[config.mk]
export PLATFORM = sky130hd
export DESIGN_NAME = seconds_to_calendar_date_top_flat
export DESIGN_NICKNAME = d
export VERILOG_FILES = /design/src/hdl/stcd_pkg.sv /design/src/hdl/stcd_if.sv /design/src/hdl/seconds_to_calendar_date_top.sv /design/src/flat_wrapper.sv
export SDC_FILE = /design/constraint.sdc
export NUM_CORES = 2
export LEC_CHECK = 0
export BUFFER_PORTS_ARGS = -buffer_cell sky130_fd_sc_hd__buf_2
export CAP_MARGIN = 20
export CORE_UTILIZATION = 70
export DETAILED_ROUTE_END_ITERATION = 10
export GPL_ROUTABILITY_DRIVEN = 1
export PLACE_DENSITY = 0.87
export SYNTH_ARGS = -nofsm -noshare
export SYNTH_HDL_FRONTEND = slang
export SYNTH_SLANG_ARGS = --single-unit
[constraint.sdc]
create_clock -name i_clk -period 21 [get_ports i_clk]
set_clock_uncertainty 0.05 [all_clocks]
set_input_delay 4.2 -clock i_clk [delete_from_list [all_inputs] [get_ports i_clk]]
set_output_delay 4.2 -clock i_clk [all_outputs]
set_load 0.01 [all_outputs]
[src/hdl/stcd_pkg.sv]
package stcd_pkg;

    localparam int TIME_W   = 32;
    localparam int YEAR_W   = 12;
    localparam int MONTH_W  = 4;
    localparam int DAY_W    = 5;
    localparam int HOUR_W   = 5;
    localparam int MINUTE_W = 6;
    localparam int SECOND_W = 6;

    localparam int NSTG = 10;

    // gps epoch 1980-01-06 in unix seconds
    localparam logic [TIME_W:0] GPS_OFFSET = 33'd315964800;

    // days = (t >> 7) / 675, exact reciprocal for a 26-bit dividend
    localparam logic [26:0] M_DAY = 27'd101806633;
    localparam int          S_DAY = 36;
    localparam logic [25:0] SEC_PER_DAY_HI = 26'd675;

    // day count of 2000-03-01, start of the 400-year era that begins in 2000
    localparam logic [15:0] ERA5_FIRST_DAY = 16'd11017;
    localparam logic [17:0] ERA4_DOE_BASE  = 18'd135080;

    localparam logic [18:0] M_1460 = 19'd367720;
    localparam int          S_1460 = 29;
    localparam logic [17:0] M_3600 = 18'd149131;
    localparam int          S_3600 = 29;
    localparam logic [12:0] M_60   = 13'd4370;
    localparam int          S_60   = 18;
    localparam logic [18:0] M_365  = 19'd367720;
    localparam int          S_365  = 27;
    localparam logic [11:0] M_153  = 12'd3427;
    localparam int          S_153  = 19;

    localparam logic [17:0] DAYS_CENT1 = 18'd36524;
    localparam logic [17:0] DAYS_CENT2 = 18'd73048;
    localparam logic [17:0] DAYS_CENT3 = 18'd109572;
    localparam logic [17:0] DAYS_CENT4 = 18'd146096;

    // day of march-based year on which each month starts
    function automatic logic [8:0] month_start(input logic [3:0] mp);
        logic [8:0] v;
        case (mp)
            4'd0:    v = 9'd0;
            4'd1:    v = 9'd31;
            4'd2:    v = 9'd61;
            4'd3:    v = 9'd92;
            4'd4:    v = 9'd122;
            4'd5:    v = 9'd153;
            4'd6:    v = 9'd184;
            4'd7:    v = 9'd214;
            4'd8:    v = 9'd245;
            4'd9:    v = 9'd275;
            4'd10:   v = 9'd306;
            4'd11:   v = 9'd337;
            default: v = 9'd0;
        endcase
        return v;
    endfunction

endpackage

[src/hdl/stcd_if.sv]
interface stcd_in_if import stcd_pkg::*; ();
    logic              valid;
    logic              ready;
    logic [TIME_W-1:0] time_value;
    logic              epoch_select;

    modport source (output valid, output time_value, output epoch_select, input ready);
    modport sink   (input valid, input time_value, input epoch_select, output ready);
endinterface

interface stcd_out_if import stcd_pkg::*; ();
    logic                valid;
    logic                ready;
    logic [YEAR_W-1:0]   year_out;
    logic [MONTH_W-1:0]  month_out;
    logic [DAY_W-1:0]    day_out;
    logic [HOUR_W-1:0]   hour_out;
    logic [MINUTE_W-1:0] minute_out;
    logic [SECOND_W-1:0] second_out;

    modport source (output valid, output year_out, output month_out, output day_out,
                    output hour_out, output minute_out, output second_out, input ready);
    modport sink   (input valid, input year_out, input month_out, input day_out,
                    input hour_out, input minute_out, input second_out, output ready);
endinterface

[src/hdl/seconds_to_calendar_date_top.sv]
// a 10-stage pipeline takes one item per cycle unless the output stalls
// each stage holds at most one reciprocal multiply
// a stalled output holds its stage, earlier stages keep filling any empty slots
// reset: synchronous active-low i_rst_n clears all stage valid bits, no items pending
module seconds_to_calendar_date_top import stcd_pkg::*; (
    input  logic        i_clk,
    input  logic        i_rst_n,
    stcd_in_if.sink     i_in,
    stcd_out_if.source  o_out
);

    logic [NSTG-1:0] r_v;
    logic [NSTG-1:0] w_en;

    always_comb begin
        w_en[NSTG-1] = !r_v[NSTG-1] || o_out.ready;
        for (int k = NSTG - 2; k >= 0; k--) begin
            w_en[k] = !r_v[k] || w_en[k+1];
        end
    end

    assign i_in.ready = w_en[0];

    always_ff @(posedge i_clk) begin
        if (!i_rst_n) begin
            r_v <= '0;
        end else begin
            if (w_en[0]) begin
                r_v[0] <= i_in.valid;
            end
            for (int k = 1; k < NSTG; k++) begin
                if (w_en[k]) begin
                    r_v[k] <= r_v[k-1];
                end
            end
        end
    end

    // stage 1: unix seconds
    logic [TIME_W:0] r_s1_t;
    always_ff @(posedge i_clk) begin
        if (w_en[0]) begin
            r_s1_t <= {1'b0, i_in.time_value} + (i_in.epoch_select ? '0 : GPS_OFFSET);
        end
    end

    // stage 2: day count by reciprocal of 675 on t >> 7
    logic [52:0]     w_prod_day;
    logic [15:0]     r_s2_q;
    logic [TIME_W:0] r_s2_t;
    assign w_prod_day = 53'(r_s1_t[TIME_W:7]) * 53'(M_DAY);
    always_ff @(posedge i_clk) begin
        if (w_en[1]) begin
            r_s2_q <= w_prod_day[S_DAY+15:S_DAY];
            r_s2_t <= r_s1_t;
        end
    end

    // stage 3: seconds of day
    logic [25:0] w_rem_hi;
    logic [15:0] r_s3_days;
    logic [16:0] r_s3_rem;
    assign w_rem_hi = r_s2_t[TIME_W:7] - 26'(26'(r_s2_q) * SEC_PER_DAY_HI);
    always_ff @(posedge i_clk) begin
        if (w_en[2]) begin
            r_s3_days <= r_s2_q;
            r_s3_rem  <= {w_rem_hi[9:0], r_s2_t[6:0]};
        end
    end

    // stage 4: day of era, hour
    logic              w_era5;
    logic [34:0]       w_prod_hour;
    logic [17:0]       r_s4_doe;
    logic              r_s4_era5;
    logic [16:0]       r_s4_rem;
    logic [HOUR_W-1:0] r_s4_hour;
    assign w_era5      = r_s3_days >= ERA5_FIRST_DAY;
    assign w_prod_hour = 35'(r_s3_rem) * 35'(M_3600);
    always_ff @(posedge i_clk) begin
        if (w_en[3]) begin
            r_s4_doe  <= w_era5 ? 18'(r_s3_days) - 18'(ERA5_FIRST_DAY)
                                : 18'(r_s3_days) + ERA4_DOE_BASE;
            r_s4_era5 <= w_era5;
            r_s4_rem  <= r_s3_rem;
            r_s4_hour <= w_prod_hour[S_3600+HOUR_W-1:S_3600];
        end
    end

    // stage 5: leap corrections of the year-of-era formula, seconds of hour
    logic [36:0]       w_prod_a;
    logic [17:0]       r_s5_doe;
    logic [6:0]        r_s5_a;
    logic [2:0]        r_s5_b;
    logic              r_s5_c;
    logic              r_s5_era5;
    logic [HOUR_W-1:0] r_s5_hour;
    logic [11:0]       r_s5_rem2;
    assign w_prod_a = 37'(r_s4_doe) * 37'(M_1460);
    always_ff @(posedge i_clk) begin
        if (w_en[4]) begin
            r_s5_doe  <= r_s4_doe;
            r_s5_a    <= w_prod_a[S_1460+6:S_1460];
            r_s5_b    <= 3'(r_s4_doe >= DAYS_CENT1) + 3'(r_s4_doe >= DAYS_CENT2)
                       + 3'(r_s4_doe >= DAYS_CENT3) + 3'(r_s4_doe >= DAYS_CENT4);
            r_s5_c    <= r_s4_doe >= DAYS_CENT4;
            r_s5_era5 <= r_s4_era5;
            r_s5_hour <= r_s4_hour;
            r_s5_rem2 <= 12'(r_s4_rem - 17'(17'(r_s4_hour) * 17'd3600));
        end
    end

    // stage 6: year-of-era numerator, minute
    logic [24:0]         w_prod_min;
    logic [17:0]         r_s6_num;
    logic [17:0]         r_s6_doe;
    logic                r_s6_era5;
    logic [HOUR_W-1:0]   r_s6_hour;
    logic [11:0]         r_s6_rem2;
    logic [MINUTE_W-1:0] r_s6_minute;
    assign w_prod_min = 25'(r_s5_rem2) * 25'(M_60);
    always_ff @(posedge i_clk) begin
        if (w_en[5]) begin
            r_s6_num    <= r_s5_doe - 18'(r_s5_a) + 18'(r_s5_b) - 18'(r_s5_c);
            r_s6_doe    <= r_s5_doe;
            r_s6_era5   <= r_s5_era5;
            r_s6_hour   <= r_s5_hour;
            r_s6_rem2   <= r_s5_rem2;
            r_s6_minute <= w_prod_min[S_60+MINUTE_W-1:S_60];
        end
    end

    // stage 7: year of era, second
    logic [36:0]         w_prod_yoe;
    logic [8:0]          r_s7_yoe;
    logic [17:0]         r_s7_doe;
    logic                r_s7_era5;
    logic [HOUR_W-1:0]   r_s7_hour;
    logic [MINUTE_W-1:0] r_s7_minute;
    logic [SECOND_W-1:0] r_s7_second;
    assign w_prod_yoe = 37'(r_s6_num) * 37'(M_365);
    always_ff @(posedge i_clk) begin
        if (w_en[6]) begin
            r_s7_yoe    <= w_prod_yoe[S_365+8:S_365];
            r_s7_doe    <= r_s6_doe;
            r_s7_era5   <= r_s6_era5;
            r_s7_hour   <= r_s6_hour;
            r_s7_minute <= r_s6_minute;
            r_s7_second <= 6'(r_s6_rem2 - 12'(12'(r_s6_minute) * 12'd60));
        end
    end

    // stage 8: day of march-based year
    logic [1:0]          w_cent;
    logic [17:0]         w_doy;
    logic [8:0]          r_s8_doy;
    logic [8:0]          r_s8_yoe;
    logic                r_s8_era5;
    logic [HOUR_W-1:0]   r_s8_hour;
    logic [MINUTE_W-1:0] r_s8_minute;
    logic [SECOND_W-1:0] r_s8_second;
    assign w_cent = 2'(r_s7_yoe >= 9'd100) + 2'(r_s7_yoe >= 9'd200)
                  + 2'(r_s7_yoe >= 9'd300);
    assign w_doy  = r_s7_doe - (18'(r_s7_yoe) * 18'd365 + 18'(r_s7_yoe[8:2]) - 18'(w_cent));
    always_ff @(posedge i_clk) begin
        if (w_en[7]) begin
            r_s8_doy    <= w_doy[8:0];
            r_s8_yoe    <= r_s7_yoe;
            r_s8_era5   <= r_s7_era5;
            r_s8_hour   <= r_s7_hour;
            r_s8_minute <= r_s7_minute;
            r_s8_second <= r_s7_second;
        end
    end

    // stage 9: month index counted from march
    logic [10:0]         w_mp_num;
    logic [22:0]         w_prod_mp;
    logic [3:0]          r_s9_mp;
    logic [8:0]          r_s9_doy;
    logic [8:0]          r_s9_yoe;
    logic                r_s9_era5;
    logic [HOUR_W-1:0]   r_s9_hour;
    logic [MINUTE_W-1:0] r_s9_minute;
    logic [SECOND_W-1:0] r_s9_second;
    assign w_mp_num  = 11'(r_s8_doy) * 11'd5 + 11'd2;
    assign w_prod_mp = 23'(w_mp_num) * 23'(M_153);
    always_ff @(posedge i_clk) begin
        if (w_en[8]) begin
            r_s9_mp     <= w_prod_mp[S_153+3:S_153];
            r_s9_doy    <= r_s8_doy;
            r_s9_yoe    <= r_s8_yoe;
            r_s9_era5   <= r_s8_era5;
            r_s9_hour   <= r_s8_hour;
            r_s9_minute <= r_s8_minute;
            r_s9_second <= r_s8_second;
        end
    end

    // stage 10: calendar fields; january and february belong to the next year
    logic                w_jan_feb;
    logic [8:0]          w_day;
    logic [YEAR_W-1:0]   r_year;
    logic [MONTH_W-1:0]  r_month;
    logic [DAY_W-1:0]    r_day;
    logic [HOUR_W-1:0]   r_hour;
    logic [MINUTE_W-1:0] r_minute;
    logic [SECOND_W-1:0] r_second;
    assign w_jan_feb = r_s9_mp >= 4'd10;
    assign w_day     = r_s9_doy - month_start(r_s9_mp) + 9'd1;
    always_ff @(posedge i_clk) begin
        if (w_en[9]) begin
            r_year   <= 12'(r_s9_yoe) + (r_s9_era5 ? 12'd2000 : 12'd1600) + 12'(w_jan_feb);
            r_month  <= w_jan_feb ? r_s9_mp - 4'd9 : r_s9_mp + 4'd3;
            r_day    <= w_day[DAY_W-1:0];
            r_hour   <= r_s9_hour;
            r_minute <= r_s9_minute;
            r_second <= r_s9_second;
        end
    end

    assign o_out.valid      = r_v[NSTG-1];
    assign o_out.year_out   = r_year;
    assign o_out.month_out  = r_month;
    assign o_out.day_out    = r_day;
    assign o_out.hour_out   = r_hour;
    assign o_out.minute_out = r_minute;
    assign o_out.second_out = r_second;

endmodule
[src/flat_wrapper.sv]
// flat-port wrapper written by rule: the top's interface ports become plain ports
module seconds_to_calendar_date_top_flat import stcd_pkg::*;
  (i_clk, i_rst_n, i_in_valid, i_in_time_value, i_in_epoch_select, i_in_ready, o_out_valid, o_out_year_out, o_out_month_out, o_out_day_out, o_out_hour_out, o_out_minute_out, o_out_second_out, o_out_ready);
  stcd_in_if i_in_i ();
  stcd_out_if o_out_i ();
  input  logic i_clk;
  input  logic i_rst_n;
  input wire logic [$bits(i_in_i.valid)-1:0] i_in_valid;
  input wire logic [$bits(i_in_i.time_value)-1:0] i_in_time_value;
  input wire logic [$bits(i_in_i.epoch_select)-1:0] i_in_epoch_select;
  output wire logic [$bits(i_in_i.ready)-1:0] i_in_ready;
  output wire logic [$bits(o_out_i.valid)-1:0] o_out_valid;
  output wire logic [$bits(o_out_i.year_out)-1:0] o_out_year_out;
  output wire logic [$bits(o_out_i.month_out)-1:0] o_out_month_out;
  output wire logic [$bits(o_out_i.day_out)-1:0] o_out_day_out;
  output wire logic [$bits(o_out_i.hour_out)-1:0] o_out_hour_out;
  output wire logic [$bits(o_out_i.minute_out)-1:0] o_out_minute_out;
  output wire logic [$bits(o_out_i.second_out)-1:0] o_out_second_out;
  input wire logic [$bits(o_out_i.ready)-1:0] o_out_ready;
  assign i_in_i.valid = i_in_valid;
  assign i_in_i.time_value = i_in_time_value;
  assign i_in_i.epoch_select = i_in_epoch_select;
  assign i_in_ready = i_in_i.ready;
  assign o_out_valid = o_out_i.valid;
  assign o_out_year_out = o_out_i.year_out;
  assign o_out_month_out = o_out_i.month_out;
  assign o_out_day_out = o_out_i.day_out;
  assign o_out_hour_out = o_out_i.hour_out;
  assign o_out_minute_out = o_out_i.minute_out;
  assign o_out_second_out = o_out_i.second_out;
  assign o_out_i.ready = o_out_ready;
  seconds_to_calendar_date_top u_core (.i_clk(i_clk), .i_rst_n(i_rst_n), .i_in(i_in_i), .o_out(o_out_i));
endmodule
# == Word level (Yosys, flattened, before mapping) ==
# Memories as Yosys holds them, arrays and structs flattened. A register that Yosys moved wholly into a read port is not among the register bits.
# Index checks and enable logic that the tools add are counted.
# totals
memories,1
inputBits,37
romBits,144
out_inout_bits,40
register_bits,383
# memory_table
name,words,word_bits,rd,rd_ports_with_merged_regs,write_ports,line_no,text
(name not given),16,9,1,1,0,stcd_pkg.sv:44,case (mp)
# op_classes
n_reduce_logical,20
multipliers,11
n_addsub,24
mux,5
order_cmp,9
# ops
cell,count
"18-bit by 16-bit multiplier with 33-bit output, second input constant",2
"26-bit by 27-bit multiplier with 52-bit output, second input constant",1
"18-bit by 17-bit greater-or-equal comparator with 1-bit output, second input constant",2
"17-bit by 18-bit multiplier with 34-bit output, second input constant",1
32-bit by 33-bit adder with 33-bit output,1
29-bit 2-to-1 mux,1
"11-bit by 12-bit multiplier with 23-bit output, second input constant",1
"12-bit by 12-bit multiplier with 23-bit output, second input constant",1
"16-bit by 18-bit adder with 18-bit output, second input constant",1
18-bit by 3-bit adder with 18-bit output,1
"18-bit by 16-bit greater-or-equal comparator with 1-bit output, second input constant",1
"18-bit greater-or-equal comparator, second input constant",1
18-bit 2-to-1 mux,1
18-bit by 1-bit subtractor with 18-bit output,1
18-bit by 7-bit subtractor with 18-bit output,1
"16-bit by 14-bit subtractor with 17-bit output, second input constant",1
"16-bit by 14-bit greater-or-equal comparator with 1-bit output, second input constant",1
"16-bit by 10-bit multiplier with 10-bit output, second input constant",1
12-bit by 1-bit adder with 12-bit output,1
9-bit by 12-bit adder with 12-bit output,1
12-bit subtractor,1
"11-bit by 2-bit adder with 11-bit output, second input constant",1
"9-bit by 3-bit multiplier with 11-bit output, second input constant",1
1-bit logical NOT,10
other kinds (22),34

# == Longest topological paths before layout ==
# depth
ltp_word,11
mapped_depth,30
depth_no_buf,30

# == Worst setup path after synthesis ==
# Ideal clock, no wire load.
# synth_timing
kind,input to output
start,input port o_out_ready
end,output port i_in_ready
path_buffers,1
cell_stages,9
slack_ns,8.508
t_arrival_ns,8.242
cell_sequence,nor2b_1 -> and2_1 -> clkbuf_1 -> nand3_1 -> nor2_1 -> and2_1 -> nand2_1 -> nor2_1 -> nand3_1
# synth_via
elab_chain_cells,10
# synth_lines
element,line_no,text
start: declaration,flat_wrapper.sv:19,input wire logic [$bits(o_out_i.ready)-1:0] o_out_ready;
1-bit logical OR,seconds_to_calendar_date_top.sv:16,w_en[NSTG-1] = !r_v[NSTG-1] || o_out.ready;
1-bit logical OR (3 in a row),seconds_to_calendar_date_top.sv:18,w_en[k] = !r_v[k] || w_en[k+1];
named net u_core.w_en[6],seconds_to_calendar_date_top.sv:13,logic [NSTG-1:0] w_en;
1-bit logical OR (3 in a row),seconds_to_calendar_date_top.sv:18,
named net u_core.w_en[3],seconds_to_calendar_date_top.sv:13,
1-bit logical OR (3 in a row),seconds_to_calendar_date_top.sv:18,
end: declaration,flat_wrapper.sv:11,output wire logic [$bits(i_in_i.ready)-1:0] i_in_ready;
# The timed path passes the listed nets, and every way through them passes these cells.

# == Final worst setup path ==
# Ends and elaborated chain as after synthesis.

==> results.toml <==
[clocking]
clock-sinks = 388
cts_buffers = 41
path_clk_slew_ns = 0.06
h-tree-depth = 2
postCtsSetupRepairBufs = 0
clk_latency_ns = 0.58
cts_tree = "done"
cts_hold_buffers = 0
clockBufferDepth = 3
root_buffer = "clkbuf_16"
cts_resized = 0

[die]
initial_core_util = 0.7074
fp.dieW_um = 257.0
die_area_um2 = 66050
die_h_um = 257.0
coreArea_um2 = 64350
boundaryPins = 77
rows = 93

[sta]
fin_tns_setup_ns = 0
timing.final.crit_share = 0.5314
max_freq_mhz = 89.62
grt_setup_unrepaired = "no"
min_period_ns = 11.16
hold_viol = 0
tightest_slew_ns = 1.051
slew_headroom = 0.2995
report.final.slew_viol_count = 0
whs_ns = 0.3642
setup_violations = 0

[placed_design]
port_buffers = 76
place_area_um2 = 47000
gp_congestion = 0.9193
hpwl_um = 73380

[layout]
drive_above_1_share = 0.04252
syn_to_final_growth_pct = 6.278
final_area_um2 = 48380
diodes = 0
layout.nets = 5674

[synth]
synthArstFlopShare = 0
synthFlopType = "edfxtp_1"
syn_nets = 5556
syn_area_per_cell_um2 = 11.68
synth_edf_count = 373
yosysSeqAreaShare = 0.2527
synth_cell_types = 71
syn_area_um2 = 45520
ys_warn_count = 0
synth-seq-cells = 388
synth_cells = 3897

[global_route]
grtUsageTotal = 0.2920
busiest_layer = "met2"
global_route.usage.met2 = 0.5395
grt_pass1_vias = 31211
grt_overflow = 0
antenna_found_initial = 0
grt_pass1_wl_um = 152800
grtUsageMet3 = 0.03497
grt_max_degree = 48
use_met1 = 0.3430

[routing]
drc_errors = 0
postRouteAntennaNets = 0
via_per_inst = 5.744
dr.pass1.iters = 5
vias = 28145
routed_wl_um = 92410
first_iter_violations = 1439
wl_per_cell_um = 18.86

[critical_path]
cp_max_fo = 38
startpoint_type = "primary input"
required_ns = 16.75
cp.arrival_ns = 6.91
worstSetupEndpointType = "output pin"
path_class = "in -> out"

[worst_hold_path]
hp-class = "reg -> reg"

[job]
cap_violations = 0

[outcome]
status = "finished clean"
## per-stage QoR
step / worst slack, ns / utilization / std cells
finish: 9.841 / 0.7518 / 4900
global route: 9.618 / 0.7518 / 4900
CTS: 9.119 / 0.7515 / 4899
detailed placement: 9.171 / 0.7304 / 4826
global placement: 9.299 / 0.7304 / 4826
floorplan: 8.508 / - / 3897
## layout make-up
type	instances	area, um2
tap	855	1070
clock buffer	45	1062
fill	3821	15970
multi-input combinational	2536	30380
timing repair buffer	84	452.9
sequential	388	11500
clock inverter	28	296.5
inverter	964	3618
## cells by family after synthesis
logic type | after synthesis | synth area share
fa+ha+maj | 1622 | 0.5369
compound gates | 382 | 0.05481
mux | 6 | 0.001704
xor+xnor | 181 | 0.03532
simple gates | 345 | 0.03837
flops | 388 | 0.2527
buf+inv | 973 | 0.08024
## synth_stat cells, types with 14 or more instances
library cell | count | area, um2
edfxtp_1 | 373 | 11200
nor3_1 | 31 | 155.2
o21bai_1 | 14 | 105.1
fa_1 | 552 | 11050
ha_1 | 1070 | 13390
a21o_1 | 48 | 360.4
nand3_1 | 36 | 180.2
a21oi_1 | 106 | 530.5
dfxtp_1 | 15 | 300.3
nand4_1 | 16 | 100.1
nor2b_1 | 30 | 187.7
o21ai_0 | 73 | 365.4
o21a_1 | 26 | 195.2
a31oi_1 | 17 | 106.4
nor2_1 | 73 | 274.0
xor2_1 | 51 | 446.7
nand2b_1 | 16 | 100.1
nand2_1 | 78 | 292.8
a211oi_1 | 16 | 120.1
xnor2_1 | 128 | 1121
inv_1 | 963 | 3615
## cells in the final DEF, fill, tap and decap left out, drive strengths merged, types with 9 or more instances in the layout
cell       n
a21o      49
o21a      26
a211o      9
nor3      31
dfxtp     15
xor2      51
nand4     16
nor4       9
o211ai    13
a211oi    17
o31ai     11
and2      10
nor2      73
a21oi    106
nand2b    16
fa       552
a31oi     17
nor2b     30
o21ai     75
inv      969
xnor2    129
ha      1070
and3      11
edfxtp   373
o21bai    14
clkbuf    45
buf       84
nand2     78
nand3     36
clkinv    17
## worst max-delay path, stage by stage
cell     delay, ns
buf_2         0.11
nor2b_1       0.18
and2_1        0.29
nand3_2       0.17
buf_12        0.22
nor2_1        0.20
and2_1        0.22
nand2_1       0.08
buf_4         0.26
nor2_1        0.35
nand3_2       0.11
buf_4         0.26
buf_2         0.20
## sequential cells by signal, summed over array words and instances, names as in the netlist, 10 cells and up, named ones only
name / cells
u_core.r_s6_num: 18
u_core.r_s3_rem: 17
u_core.r_s3_days: 16
u_core.r_v: 10
u_core.o_out.year_out: 12
u_core.r_s4_rem: 12
u_core.r_s2_q: 16
u_core.r_s1_t: 33
u_core.r_s5_rem2: 12
u_core.r_s4_doe: 18
u_core.r_s2_t: 17
u_core.r_s5_doe: 18
## metal layers
| layer | routed length (um) | part of all wire |
|---|---|---|
| met1 | 35400 | 0.38 |
| met2 | 48720 | 0.53 |
| met3 | 4306 | 0.047 |
| met4 | 3988 | 0.043 |
| met5 | 0 | 0 |
## final timing paths
kind / startpoint / to / slack, ns / cells past startpoint
worst max-delay path: o_out_ready / i_in_ready / 9.84 / 13
worst min-delay path: u_core.r_s4_rem[3]$_DFFE_PP_ / u_core.r_s5_rem2[3]$_DFFE_PP_ / 0.36 / 0
worst max register to register: u_core.r_s8_doy[1]$_DFFE_PP_ / register / 13.23 / 27
worst min register to register: u_core.r_s4_rem[3]$_DFFE_PP_ / u_core.r_s5_rem2[3]$_DFFE_PP_ / 0.36 / 0
Power is left out: the tool's default activity adds up to more than one toggle a clock period on the data nets, which glitch-free logic cannot reach.
